**src/rtl/core/sps_pkg.sv**
```systemverilog
// Shared constants and types for the shuffle playlist sequencer.
`timescale 1ns / 1ps

package sps_pkg;

  // Payload widths
  localparam int unsigned TRACK_W    = 16;
  localparam int unsigned SEED_W     = 16;
  localparam int unsigned LEN_W      = 16;

  // Register port
  localparam int unsigned APB_DATA_W = 32;
  localparam int unsigned APB_ADDR_W = 3;

  // Register index, taken from the word address
  typedef enum logic {
    REG_PLAYLIST_LENGTH = 1'b0
  } reg_index_e;

  // Generator multiplier: low two bits forced to 01
  localparam logic [63:0] GEN_MULT = (64'd6364136223846793005 & ~64'd3) | 64'd1;

  // Inverse modulo 2^64 by Newton steps (elaboration only)
  function automatic logic [63:0] gen_inverse(input logic [63:0] m);
    logic [63:0] x;
    x = m;
    for (int k = 0; k < 6; k++) begin
      x = x * (64'd2 - m * x);
    end
    return x;
  endfunction

  localparam logic [63:0] GEN_INV   = gen_inverse(GEN_MULT);

  // Reset values of the generator
  localparam logic [63:0] RESET_GEN = 64'd42;
  localparam logic [63:0] RESET_INC = 64'd1013904223;

endpackage

```
**src/rtl/core/sps_if.sv**
```systemverilog
// Request and response channel interfaces of the shuffle playlist sequencer.
`timescale 1ns / 1ps

interface sps_req_if;
  logic                        valid;
  logic                        ready;
  logic                        func;
  logic                        repeat_mode;
  logic                        random_mode;
  logic [sps_pkg::SEED_W-1:0]  reseed_value;

  modport source (output valid, func, repeat_mode, random_mode, reseed_value,
                  input ready);
  modport sink   (input valid, func, repeat_mode, random_mode, reseed_value,
                  output ready);
endinterface

interface sps_rsp_if;
  logic                        valid;
  logic                        ready;
  logic [sps_pkg::TRACK_W-1:0] track_index;
  logic                        found;

  modport source (output valid, track_index, found, input ready);
  modport sink   (input valid, track_index, found, output ready);
endinterface

```
**src/rtl/core/shuffle_playlist_sequencer.sv**
```systemverilog
// Shuffle playlist sequencer: picks the next or previous track, in order or shuffled.
`timescale 1ns / 1ps

// One request at a time, one response per request. A request is taken only
// when the sequencer is idle; the response sits in an output register, so a
// new request may be taken while the last response still waits. Sequential
// requests are settled in the decide state and go straight to emit, except
// next-track with repeat, which first runs a bit-serial remainder unit.
// Shuffle requests take k generator steps, k being the number of steps until
// a value lands inside the list (k averages under two); each step is a
// shift-and-add multiply, one multiplier bit per cycle. Empty-list and
// spent-pass requests also end in the decide state. The user must write the list
// length through the register port at address 0 while idle; the block does not enforce it.

module shuffle_playlist_sequencer #(
  parameter int unsigned INDEX_BITS = 16
) (
  input  logic                            clk_i,
  input  logic                            rst_ni,
  sps_req_if.sink                         req_i,
  sps_rsp_if.source                       rsp_o,
  input  logic                            psel,
  input  logic                            penable,
  input  logic                            pwrite,
  input  logic [sps_pkg::APB_ADDR_W-1:0]  paddr,
  input  logic [sps_pkg::APB_DATA_W-1:0]  pwdata,
  output logic [sps_pkg::APB_DATA_W-1:0]  prdata,
  output logic                            pready
);

  localparam int unsigned IB = INDEX_BITS;
  localparam int unsigned WB = (IB > sps_pkg::LEN_W) ? IB : sps_pkg::LEN_W;
  localparam int unsigned CW = $clog2(IB + 1);

  localparam logic [IB-1:0] MULT_IB = sps_pkg::GEN_MULT[IB-1:0];
  localparam logic [IB-1:0] INV_IB  = sps_pkg::GEN_INV[IB-1:0];

  typedef enum logic [2:0] {
    ST_IDLE,
    ST_CALC,
    ST_SETUP,
    ST_MUL,
    ST_CHECK,
    ST_DIV,
    ST_EMIT
  } state_e;

  // Control and architectural state
  state_e                      state_q, state_d;
  logic [sps_pkg::LEN_W-1:0]   plen_q, plen_d;
  logic [IB-1:0]               cur_q, cur_d;
  logic [IB-1:0]               sc_q, sc_d;
  logic [IB-1:0]               gen_q, gen_d;
  logic [IB-1:0]               inc_q, inc_d;
  logic                        rsp_valid_q, rsp_valid_d;

  // Payload and datapath registers
  logic                        func_q, func_d;
  logic                        rep_q, rep_d;
  logic                        rnd_q, rnd_d;
  logic [sps_pkg::SEED_W-1:0]  reseed_q, reseed_d;
  logic                        found_q, found_d;
  logic [sps_pkg::TRACK_W-1:0] rsp_track_q, rsp_track_d;
  logic                        rsp_found_q, rsp_found_d;
  logic [IB-1:0]               x_q, x_d;
  logic [IB-1:0]               acc_q, acc_d;
  logic [IB-1:0]               opnd_q, opnd_d;
  logic [IB-1:0]               mcand_q, mcand_d;
  logic [CW-1:0]               cnt_q, cnt_d;
  logic [IB:0]                 num_q, num_d;
  logic [IB-1:0]               rem_q, rem_d;

  // Derived values
  logic [WB-1:0]               len_w, cap_w, len_clip, seed_w, trk_w;
  logic [IB-1:0]               len, len_m1, range_mask, walk_x, seed_ib, cur_m1;
  logic [IB:0]                 cur_inc, div_shift, div_new;
  logic                        spent, slot_free, cfg_wr;

  // Length clamped to what the index width can hold
  assign len_w    = WB'(plen_q);
  assign cap_w    = {WB{1'b1}} >> (WB - IB);
  assign len_clip = (len_w > cap_w) ? cap_w : len_w;
  assign len      = len_clip[IB-1:0];
  assign len_m1   = len - IB'(1);

  // Generator range: smallest power of two covering the list, minus one
  always_comb begin
    range_mask = len_m1;
    for (int s = 1; s < IB; s = s * 2) begin
      range_mask = range_mask | (range_mask >> s);
    end
  end

  assign walk_x    = acc_q & range_mask;
  assign seed_w    = WB'(reseed_q);
  assign seed_ib   = seed_w[IB-1:0] | IB'(1);
  assign cur_inc   = {1'b0, cur_q} + (IB + 1)'(1);
  assign cur_m1    = cur_q - IB'(1);
  assign trk_w     = WB'(cur_q);

  // Restoring remainder step
  assign div_shift = {rem_q, num_q[IB]};
  assign div_new   = (div_shift >= {1'b0, len}) ? (div_shift - {1'b0, len}) : div_shift;

  assign spent     = func_q ? (sc_q == '0) : (sc_q >= len);
  assign slot_free = !rsp_valid_q || rsp_o.ready;

  // Register port
  assign pready = 1'b1;
  assign cfg_wr = psel && penable && pwrite;

  always_comb begin
    case (sps_pkg::reg_index_e'(paddr[sps_pkg::APB_ADDR_W-1]))
      sps_pkg::REG_PLAYLIST_LENGTH: prdata = sps_pkg::APB_DATA_W'(plen_q);
      default:                      prdata = '0;
    endcase
  end

  // Handshake outputs
  assign req_i.ready       = (state_q == ST_IDLE);
  assign rsp_o.valid       = rsp_valid_q;
  assign rsp_o.track_index = rsp_track_q;
  assign rsp_o.found       = rsp_found_q;

  // Next-state logic
  always_comb begin
    state_d     = state_q;
    plen_d      = plen_q;
    cur_d       = cur_q;
    sc_d        = sc_q;
    gen_d       = gen_q;
    inc_d       = inc_q;
    rsp_valid_d = rsp_valid_q && !rsp_o.ready;
    func_d      = func_q;
    rep_d       = rep_q;
    rnd_d       = rnd_q;
    reseed_d    = reseed_q;
    found_d     = found_q;
    rsp_track_d = rsp_track_q;
    rsp_found_d = rsp_found_q;
    x_d         = x_q;
    acc_d       = acc_q;
    opnd_d      = opnd_q;
    mcand_d     = mcand_q;
    cnt_d       = cnt_q;
    num_d       = num_q;
    rem_d       = rem_q;

    if (cfg_wr) begin
      case (sps_pkg::reg_index_e'(paddr[sps_pkg::APB_ADDR_W-1]))
        sps_pkg::REG_PLAYLIST_LENGTH: plen_d = pwdata[sps_pkg::LEN_W-1:0];
        default:                      plen_d = plen_q;
      endcase
    end

    case (state_q)
      ST_IDLE: begin
        if (req_i.valid) begin
          func_d   = req_i.func;
          rep_d    = req_i.repeat_mode;
          rnd_d    = req_i.random_mode;
          reseed_d = req_i.reseed_value;
          state_d  = ST_CALC;
        end
      end

      // Decide the request; simple cases finish here
      ST_CALC: begin
        found_d = 1'b0;
        state_d = ST_EMIT;
        if (len != '0) begin
          if (rnd_q) begin
            if (!spent || rep_q) begin
              x_d     = gen_q;
              state_d = ST_SETUP;
              // new pass: reseed from the cursor
              if (spent) begin
                sc_d  = func_q ? len : '0;
                gen_d = cur_q;
                inc_d = seed_ib;
                x_d   = cur_q;
              end
            end
          end else begin
            sc_d = '0;
            if (!func_q) begin
              if (rep_q) begin
                num_d   = cur_inc;
                rem_d   = '0;
                cnt_d   = CW'(IB);
                state_d = ST_DIV;
              end else if (cur_inc < {1'b0, len}) begin
                cur_d   = cur_inc[IB-1:0];
                found_d = 1'b1;
              end
            end else if (cur_q == '0) begin
              if (rep_q) begin
                cur_d   = len_m1;
                found_d = 1'b1;
              end
            end else begin
              cur_d   = (cur_m1 >= len) ? len_m1 : cur_m1;
              found_d = 1'b1;
            end
          end
        end
      end

      // Load the shift-and-add multiplier for one generator step
      ST_SETUP: begin
        if (func_q) begin
          acc_d   = '0;
          opnd_d  = x_q - inc_q;
          mcand_d = INV_IB;
        end else begin
          acc_d   = inc_q;
          opnd_d  = x_q;
          mcand_d = MULT_IB;
        end
        cnt_d   = CW'(IB - 1);
        state_d = ST_MUL;
      end

      // One multiplier bit per cycle
      ST_MUL: begin
        if (opnd_q[0]) begin
          acc_d = acc_q + mcand_q;
        end
        opnd_d  = opnd_q >> 1;
        mcand_d = mcand_q << 1;
        cnt_d   = cnt_q - CW'(1);
        if (cnt_q == '0) begin
          state_d = ST_CHECK;
        end
      end

      // Cycle walking: step again while outside the list
      ST_CHECK: begin
        if (walk_x < len) begin
          cur_d   = walk_x;
          gen_d   = walk_x;
          sc_d    = func_q ? (sc_q - IB'(1)) : (sc_q + IB'(1));
          found_d = 1'b1;
          state_d = ST_EMIT;
        end else begin
          x_d     = walk_x;
          state_d = ST_SETUP;
        end
      end

      // (cursor + 1) mod length, one dividend bit per cycle
      ST_DIV: begin
        num_d = num_q << 1;
        rem_d = div_new[IB-1:0];
        cnt_d = cnt_q - CW'(1);
        if (cnt_q == '0) begin
          cur_d   = div_new[IB-1:0];
          found_d = 1'b1;
          state_d = ST_EMIT;
        end
      end

      // Hand the response to the output register
      ST_EMIT: begin
        if (slot_free) begin
          rsp_valid_d = 1'b1;
          rsp_track_d = trk_w[sps_pkg::TRACK_W-1:0];
          rsp_found_d = found_q;
          state_d     = ST_IDLE;
        end
      end

      default: state_d = ST_IDLE;
    endcase
  end

  // State machine, architectural state and response valid
  always_ff @(posedge clk_i or negedge rst_ni) begin
    if (!rst_ni) begin
      state_q     <= ST_IDLE;
      plen_q      <= '0;
      cur_q       <= '0;
      sc_q        <= '0;
      gen_q       <= sps_pkg::RESET_GEN[IB-1:0];
      inc_q       <= sps_pkg::RESET_INC[IB-1:0];
      rsp_valid_q <= 1'b0;
    end else begin
      state_q     <= state_d;
      plen_q      <= plen_d;
      cur_q       <= cur_d;
      sc_q        <= sc_d;
      gen_q       <= gen_d;
      inc_q       <= inc_d;
      rsp_valid_q <= rsp_valid_d;
    end
  end

  // Payload and serial datapath
  always_ff @(posedge clk_i) begin
    func_q      <= func_d;
    rep_q       <= rep_d;
    rnd_q       <= rnd_d;
    reseed_q    <= reseed_d;
    found_q     <= found_d;
    rsp_track_q <= rsp_track_d;
    rsp_found_q <= rsp_found_d;
    x_q         <= x_d;
    acc_q       <= acc_d;
    opnd_q      <= opnd_d;
    mcand_q     <= mcand_d;
    cnt_q       <= cnt_d;
    num_q       <= num_d;
    rem_q       <= rem_d;
  end

  // Checks
  a_div_rem_in_range: assert property (@(posedge clk_i) disable iff (!rst_ni)
    (state_q == ST_DIV) |-> (rem_q < len))
    else $error("remainder not below list length");

  a_found_in_list: assert property (@(posedge clk_i) disable iff (!rst_ni)
    (state_q == ST_EMIT && found_q) |-> (cur_q < len))
    else $error("selected track outside the list");

  a_gen_follows_cursor: assert property (@(posedge clk_i) disable iff (!rst_ni)
    (state_q == ST_EMIT && found_q && rnd_q) |-> (gen_q == cur_q))
    else $error("generator not synchronised with shuffled cursor");

  a_accept_starts_calc: assert property (@(posedge clk_i) disable iff (!rst_ni)
    (req_i.valid && req_i.ready) |=> (state_q == ST_CALC))
    else $error("accepted request not decoded");

  a_rsp_from_emit: assert property (@(posedge clk_i) disable iff (!rst_ni)
    $rose(rsp_valid_q) |-> ($past(state_q) == ST_EMIT))
    else $error("response raised outside emit state");

endmodule

```
**src/flat_wrapper.sv**
```systemverilog
// flat-port wrapper written by rule: the top's interface ports become plain ports
module shuffle_playlist_sequencer_flat 
#(
  parameter int unsigned INDEX_BITS = 16
)
  (clk_i, rst_ni, psel, penable, pwrite, paddr, pwdata, prdata, pready, req_i_valid, req_i_func, req_i_repeat_mode, req_i_random_mode, req_i_reseed_value, req_i_ready, rsp_o_valid, rsp_o_track_index, rsp_o_found, rsp_o_ready);
  sps_req_if req_i_i ();
  sps_rsp_if rsp_o_i ();
  input  logic clk_i;
  input  logic rst_ni;
  input  logic psel;
  input  logic penable;
  input  logic pwrite;
  input  logic [sps_pkg::APB_ADDR_W-1:0] paddr;
  input  logic [sps_pkg::APB_DATA_W-1:0] pwdata;
  output logic [sps_pkg::APB_DATA_W-1:0] prdata;
  output logic pready;
  input wire logic [$bits(req_i_i.valid)-1:0] req_i_valid;
  input wire logic [$bits(req_i_i.func)-1:0] req_i_func;
  input wire logic [$bits(req_i_i.repeat_mode)-1:0] req_i_repeat_mode;
  input wire logic [$bits(req_i_i.random_mode)-1:0] req_i_random_mode;
  input wire logic [$bits(req_i_i.reseed_value)-1:0] req_i_reseed_value;
  output wire logic [$bits(req_i_i.ready)-1:0] req_i_ready;
  output wire logic [$bits(rsp_o_i.valid)-1:0] rsp_o_valid;
  output wire logic [$bits(rsp_o_i.track_index)-1:0] rsp_o_track_index;
  output wire logic [$bits(rsp_o_i.found)-1:0] rsp_o_found;
  input wire logic [$bits(rsp_o_i.ready)-1:0] rsp_o_ready;
  assign req_i_i.valid = req_i_valid;
  assign req_i_i.func = req_i_func;
  assign req_i_i.repeat_mode = req_i_repeat_mode;
  assign req_i_i.random_mode = req_i_random_mode;
  assign req_i_i.reseed_value = req_i_reseed_value;
  assign req_i_ready = req_i_i.ready;
  assign rsp_o_valid = rsp_o_i.valid;
  assign rsp_o_track_index = rsp_o_i.track_index;
  assign rsp_o_found = rsp_o_i.found;
  assign rsp_o_i.ready = rsp_o_ready;
  shuffle_playlist_sequencer #(.INDEX_BITS(INDEX_BITS)) u_core (.clk_i(clk_i), .rst_ni(rst_ni), .req_i(req_i_i), .rsp_o(rsp_o_i), .psel(psel), .penable(penable), .pwrite(pwrite), .paddr(paddr), .pwdata(pwdata), .prdata(prdata), .pready(pready));
endmodule
```
**config.mk**
```make
export PLATFORM = sky130hd
export DESIGN_NAME = shuffle_playlist_sequencer_flat
export DESIGN_NICKNAME = d
export VERILOG_FILES = /design/src/rtl/core/sps_pkg.sv /design/src/rtl/core/sps_if.sv /design/src/rtl/core/shuffle_playlist_sequencer.sv /design/src/flat_wrapper.sv
export SDC_FILE = /design/constraint.sdc
export NUM_CORES = 1
export LEC_CHECK = 0
export ABC_AREA = 1
export BUFFER_PORTS_ARGS = -buffer_cell sky130_fd_sc_hd__buf_4
export CAP_MARGIN = 20
export CORE_UTILIZATION = 60
export DETAILED_ROUTE_END_ITERATION = 8
export PLACE_DENSITY = 0.79
export RECOVER_POWER = 25
export SLEW_MARGIN = 10
export SYNTH_ARGS = -nofsm -noshare
export SYNTH_HDL_FRONTEND = slang
export SYNTH_SLANG_ARGS = --single-unit
```
**constraint.sdc**
```tcl
create_clock -name clk_i -period 11.1 [get_ports clk_i]
set_input_delay 2.22 -clock clk_i [delete_from_list [all_inputs] [get_ports clk_i]]
set_output_delay 2.22 -clock clk_i [all_outputs]
set_load 0.01 [all_outputs]
```
==> flow_summary.ini <==
[grt]
grt_overflow = 0
grt_max_degree = 54
grtUsageTotal_pct = 33.1
antenna_found_initial = 0
grt_pass1_vias = 13000
grt_pass1_wl_mm = 66.9

[sta]
whs_ns = 0.428
slew_headroom_pct = -44.4
rsz0062_at_grt = no
slew_violations = 138
worst_clock_skew_ns = 0.0205
tightest_slew_ns = 2.17
finalHoldViolCount = 0
min_period_ns = 5.61
setup_viol = 0
setup_tns_ns = 0
fin_crit_sh_pct = 50.5
fmax_ghz = 0.178

[critical_path]
r2r-end = u_core.acc_q[4]$_DFFE_PP_
critical_path_class = flip-flop to flip-flop
critPathLaunchType = flip-flop
cp_slowest_cell = clkbuf_1
critical_path_buf_inv_count = 5
reg2reg_depth = 9
required_ns = 11.34
slowest_delay_ns = 1.47
crit_family = buffers and inverters
end_kind = flip-flop
worstPathCellList = inv_1, nor2_2, clkbuf_1, inv_1, nor2_2, clkbuf_1, nor2_1, inv_1, o21ai_0
crit_path_max_fanout = 34
cpMostUsedCell = inv_1
arrival_ns = 5.85
reg2reg_from = u_core.state_q[1]$_DFFE_PN0P_
reg2reg_slack_ns = 5.49

[pwr]
sequentialPowerShare_pct = 31.6
clockPowerShare_pct = 17.7
power_density_mw_per_mm2 = 297
swShare_pct = 45.8
power_frac_comb_pct = 50.6
internal_power_mw = 2.69
power_mw = 4.96
p_leak_nw = 7.74
p_sw_mw = 2.27
ir_worst_vdd_uv = 160

[job]
drv_cap = 4

[layout]
multiInputGateArea_mm2 = 0.00775
nFillCells = 1994
syn_to_final_growth_pct = 11.2
drive_above_1_share_pct = 9.94
antenna_cells = 0
final_cells = 2265
nets = 2116
seq_area_mm2 = 0.00624

[clock_tree]
hold_buffers = 0
tritoncts = done
clkTransAtPathRegs_ns = 0.06
clockRootBuffer = clkbuf_16
cts_setup_buffers = 0
insertion_delay_ns = 0.54
cts.sinks = 221
numCtsBuffers = 24
cts.path.max_buffers = 3
cts_resized = 0
htreeDepth = 1

[detailed_routing]
drtPass1Iterations = 6
wl_mm = 42.4
vias = 13600
drc = 0
ant_nets = 0
post_drt_wl_per_cell_um = 18.7
routed_via_density = 5.99
drt_first_iter_violations = 1327

[yosys]
avgSynthCellArea_um2 = 8.11
synth_edf_count = 138
synthTopCellsByArea = edfxtp_1 (28%), dfrtp_1 (11%), ha_1 (11%), nand2_1 (10%), a21oi_1 (4.8%)
async_flop_share_pct = 37.6
synth.distinct_cells = 56
ys_seq_area_share_pct = 41.5
postSynthCellCount = 1855
ys_ff_latch = 221
yosysMostFrequentCell = nand2_1
synth_top_area_share_pct = 27.6
ys_top_cells_by_count = nand2_1 (414), nor2_1 (192), inv_1 (190)
syn_area_mm2 = 0.0150
yosysTopAreaCell = edfxtp_1
ys.flop_type = edfxtp_1
yosysWarningCount = 0

[outcome]
status = finished with violations
violations = capacitance limit, slew limit

[place]
portBuffers = 76
place_congestion = 0.990
dpl.hpwl_mm = 30.8
dp.cells = 2219

[floorplan]
die_h_um = 160
rows = 57
core-area_mm2 = 0.0245
dieArea_mm2 = 0.0257
die_w_um = 160
num_io_pins = 113
initial_core_util_pct = 61.5

[worst_hold_path]
whs_endpoint = u_core.rsp_o.found$_DFFE_PP_
hp-start = u_core.found_q$_SDFFCE_PN1P_
worst_hold_path.num_cells = 0
hold_path.class = flip-flop to flip-flop
-- area by class of cell --
class | instances | share of cell area, %
Multi-Input combinational cell | 1383 | 46.4
Sequential cell | 221 | 37.3
Inverter | 199 | 4.47
Timing Repair Buffer | 94 | 4.24
Clock buffer | 28 | 3.86
Tap cell | 324 | 2.43
Clock inverter | 16 | 1.30
-- worst max path at each step --
stage | endpoint | slack [ns] | cells past startpoint | from
after floorplan | prdata[10] | 6.04 | 3 | paddr[2]
after detailed placement | prdata[0] | 6.21 | 3 | paddr[2]
after global placement | prdata[5] | 6.25 | 3 | paddr[2]
after global routing | u_core.acc_q[4]$_DFFE_PP_ | 4.97 | 9 | u_core.state_q[1]$_DFFE_PN0P_
final | u_core.acc_q[4]$_DFFE_PP_ | 5.49 | 9 | u_core.state_q[1]$_DFFE_PN0P_
after CTS | prdata[0] | 6.21 | 3 | paddr[2]
-- power by group through the flow --
stage	clock network, mW	logic [mW]	registers [mW]
detailed placement	0	2.44	1.57
global route	0.915	2.81	1.59
CTS	0.886	2.46	1.55
floorplan	0	1.85	1.47
global placement	0	2.35	1.56
finish	0.880	2.51	1.57
-- registers in the layout (all words and copies together), names as in the netlist, 3 cells and up --
register / cells
u_core.num_q: 17
u_core.acc_q: 16
u_core.cur_q: 16
u_core.gen_q: 16
u_core.len_w: 16
u_core.mcand_q: 16
u_core.opnd_q: 16
u_core.rem_q: 16
u_core.rsp_o.track_index: 16
u_core.sc_q: 16
u_core.x_q: 16
u_core.inc_q: 15
u_core.reseed_q: 15
u_core.cnt_q: 5
u_core.state_q: 3
-- placed cells by master, fill, tap and decap left out, types with 6 or more instances in the layout --
master     count
nor3_1        23
dfstp_2       14
nand4_1       17
nand2_4        6
ha_1         128
or2_2          6
nand3_1      108
o21ai_0      143
a21oi_1      145
o31ai_1        7
inv_1        190
nand2_1      414
or3_1          7
a31oi_1        9
nor2_1       188
o211ai_1      22
xor2_1        33
conb_1        17
clkbuf_1       6
clkbuf_4      19
edfxtp_1     138
nor2_2         8
o21ai_2        7
buf_4         66
dfrtp_1       69
o22ai_1       14
xnor2_1       17
o21bai_1       7
clkbuf_16     24
-- metrics by stage --
stage	cell area [um^2]	worst slack, ns	util, %
floorplan	15100	6.04	-
global placement	15800	6.25	64.7
detailed placement	15900	6.21	64.8
CTS	16700	6.21	68.3
global route	16700	4.97	68.3
finish	16700	5.49	68.3
-- routing by layer --
layer	vias to the layer above	routed length [um]	track usage, %
met5	-	0	0
met4	0	2000	16.6
met3	143	3690	6.61
met2	662	19000	52.5
met1	6356	17700	43.5
li1	6407	-	-
-- logic make-up after synthesis --
logic type | after synthesis | synth area share, %
simple gates | 797 | 22.5
compound gates | 387 | 14.4
buf+inv | 266 | 7.40
flops | 221 | 41.5
fa+ha+maj | 132 | 11.2
xor+xnor | 50 | 2.91
other cells | 2 | 0.0499
-- worst reg2reg max path, cell delays in order (launching register included) --
cell and delay [ns]:
dfrtp_1 0.42, inv_1 0.07, nor2_2 0.07, clkbuf_1 1.47, inv_1 0.32, nor2_2 0.21
clkbuf_1 1.18, nor2_1 0.54, inv_1 0.79, o21ai_0 0.24
No activity file was read; power rests on OpenSTA's default activity.
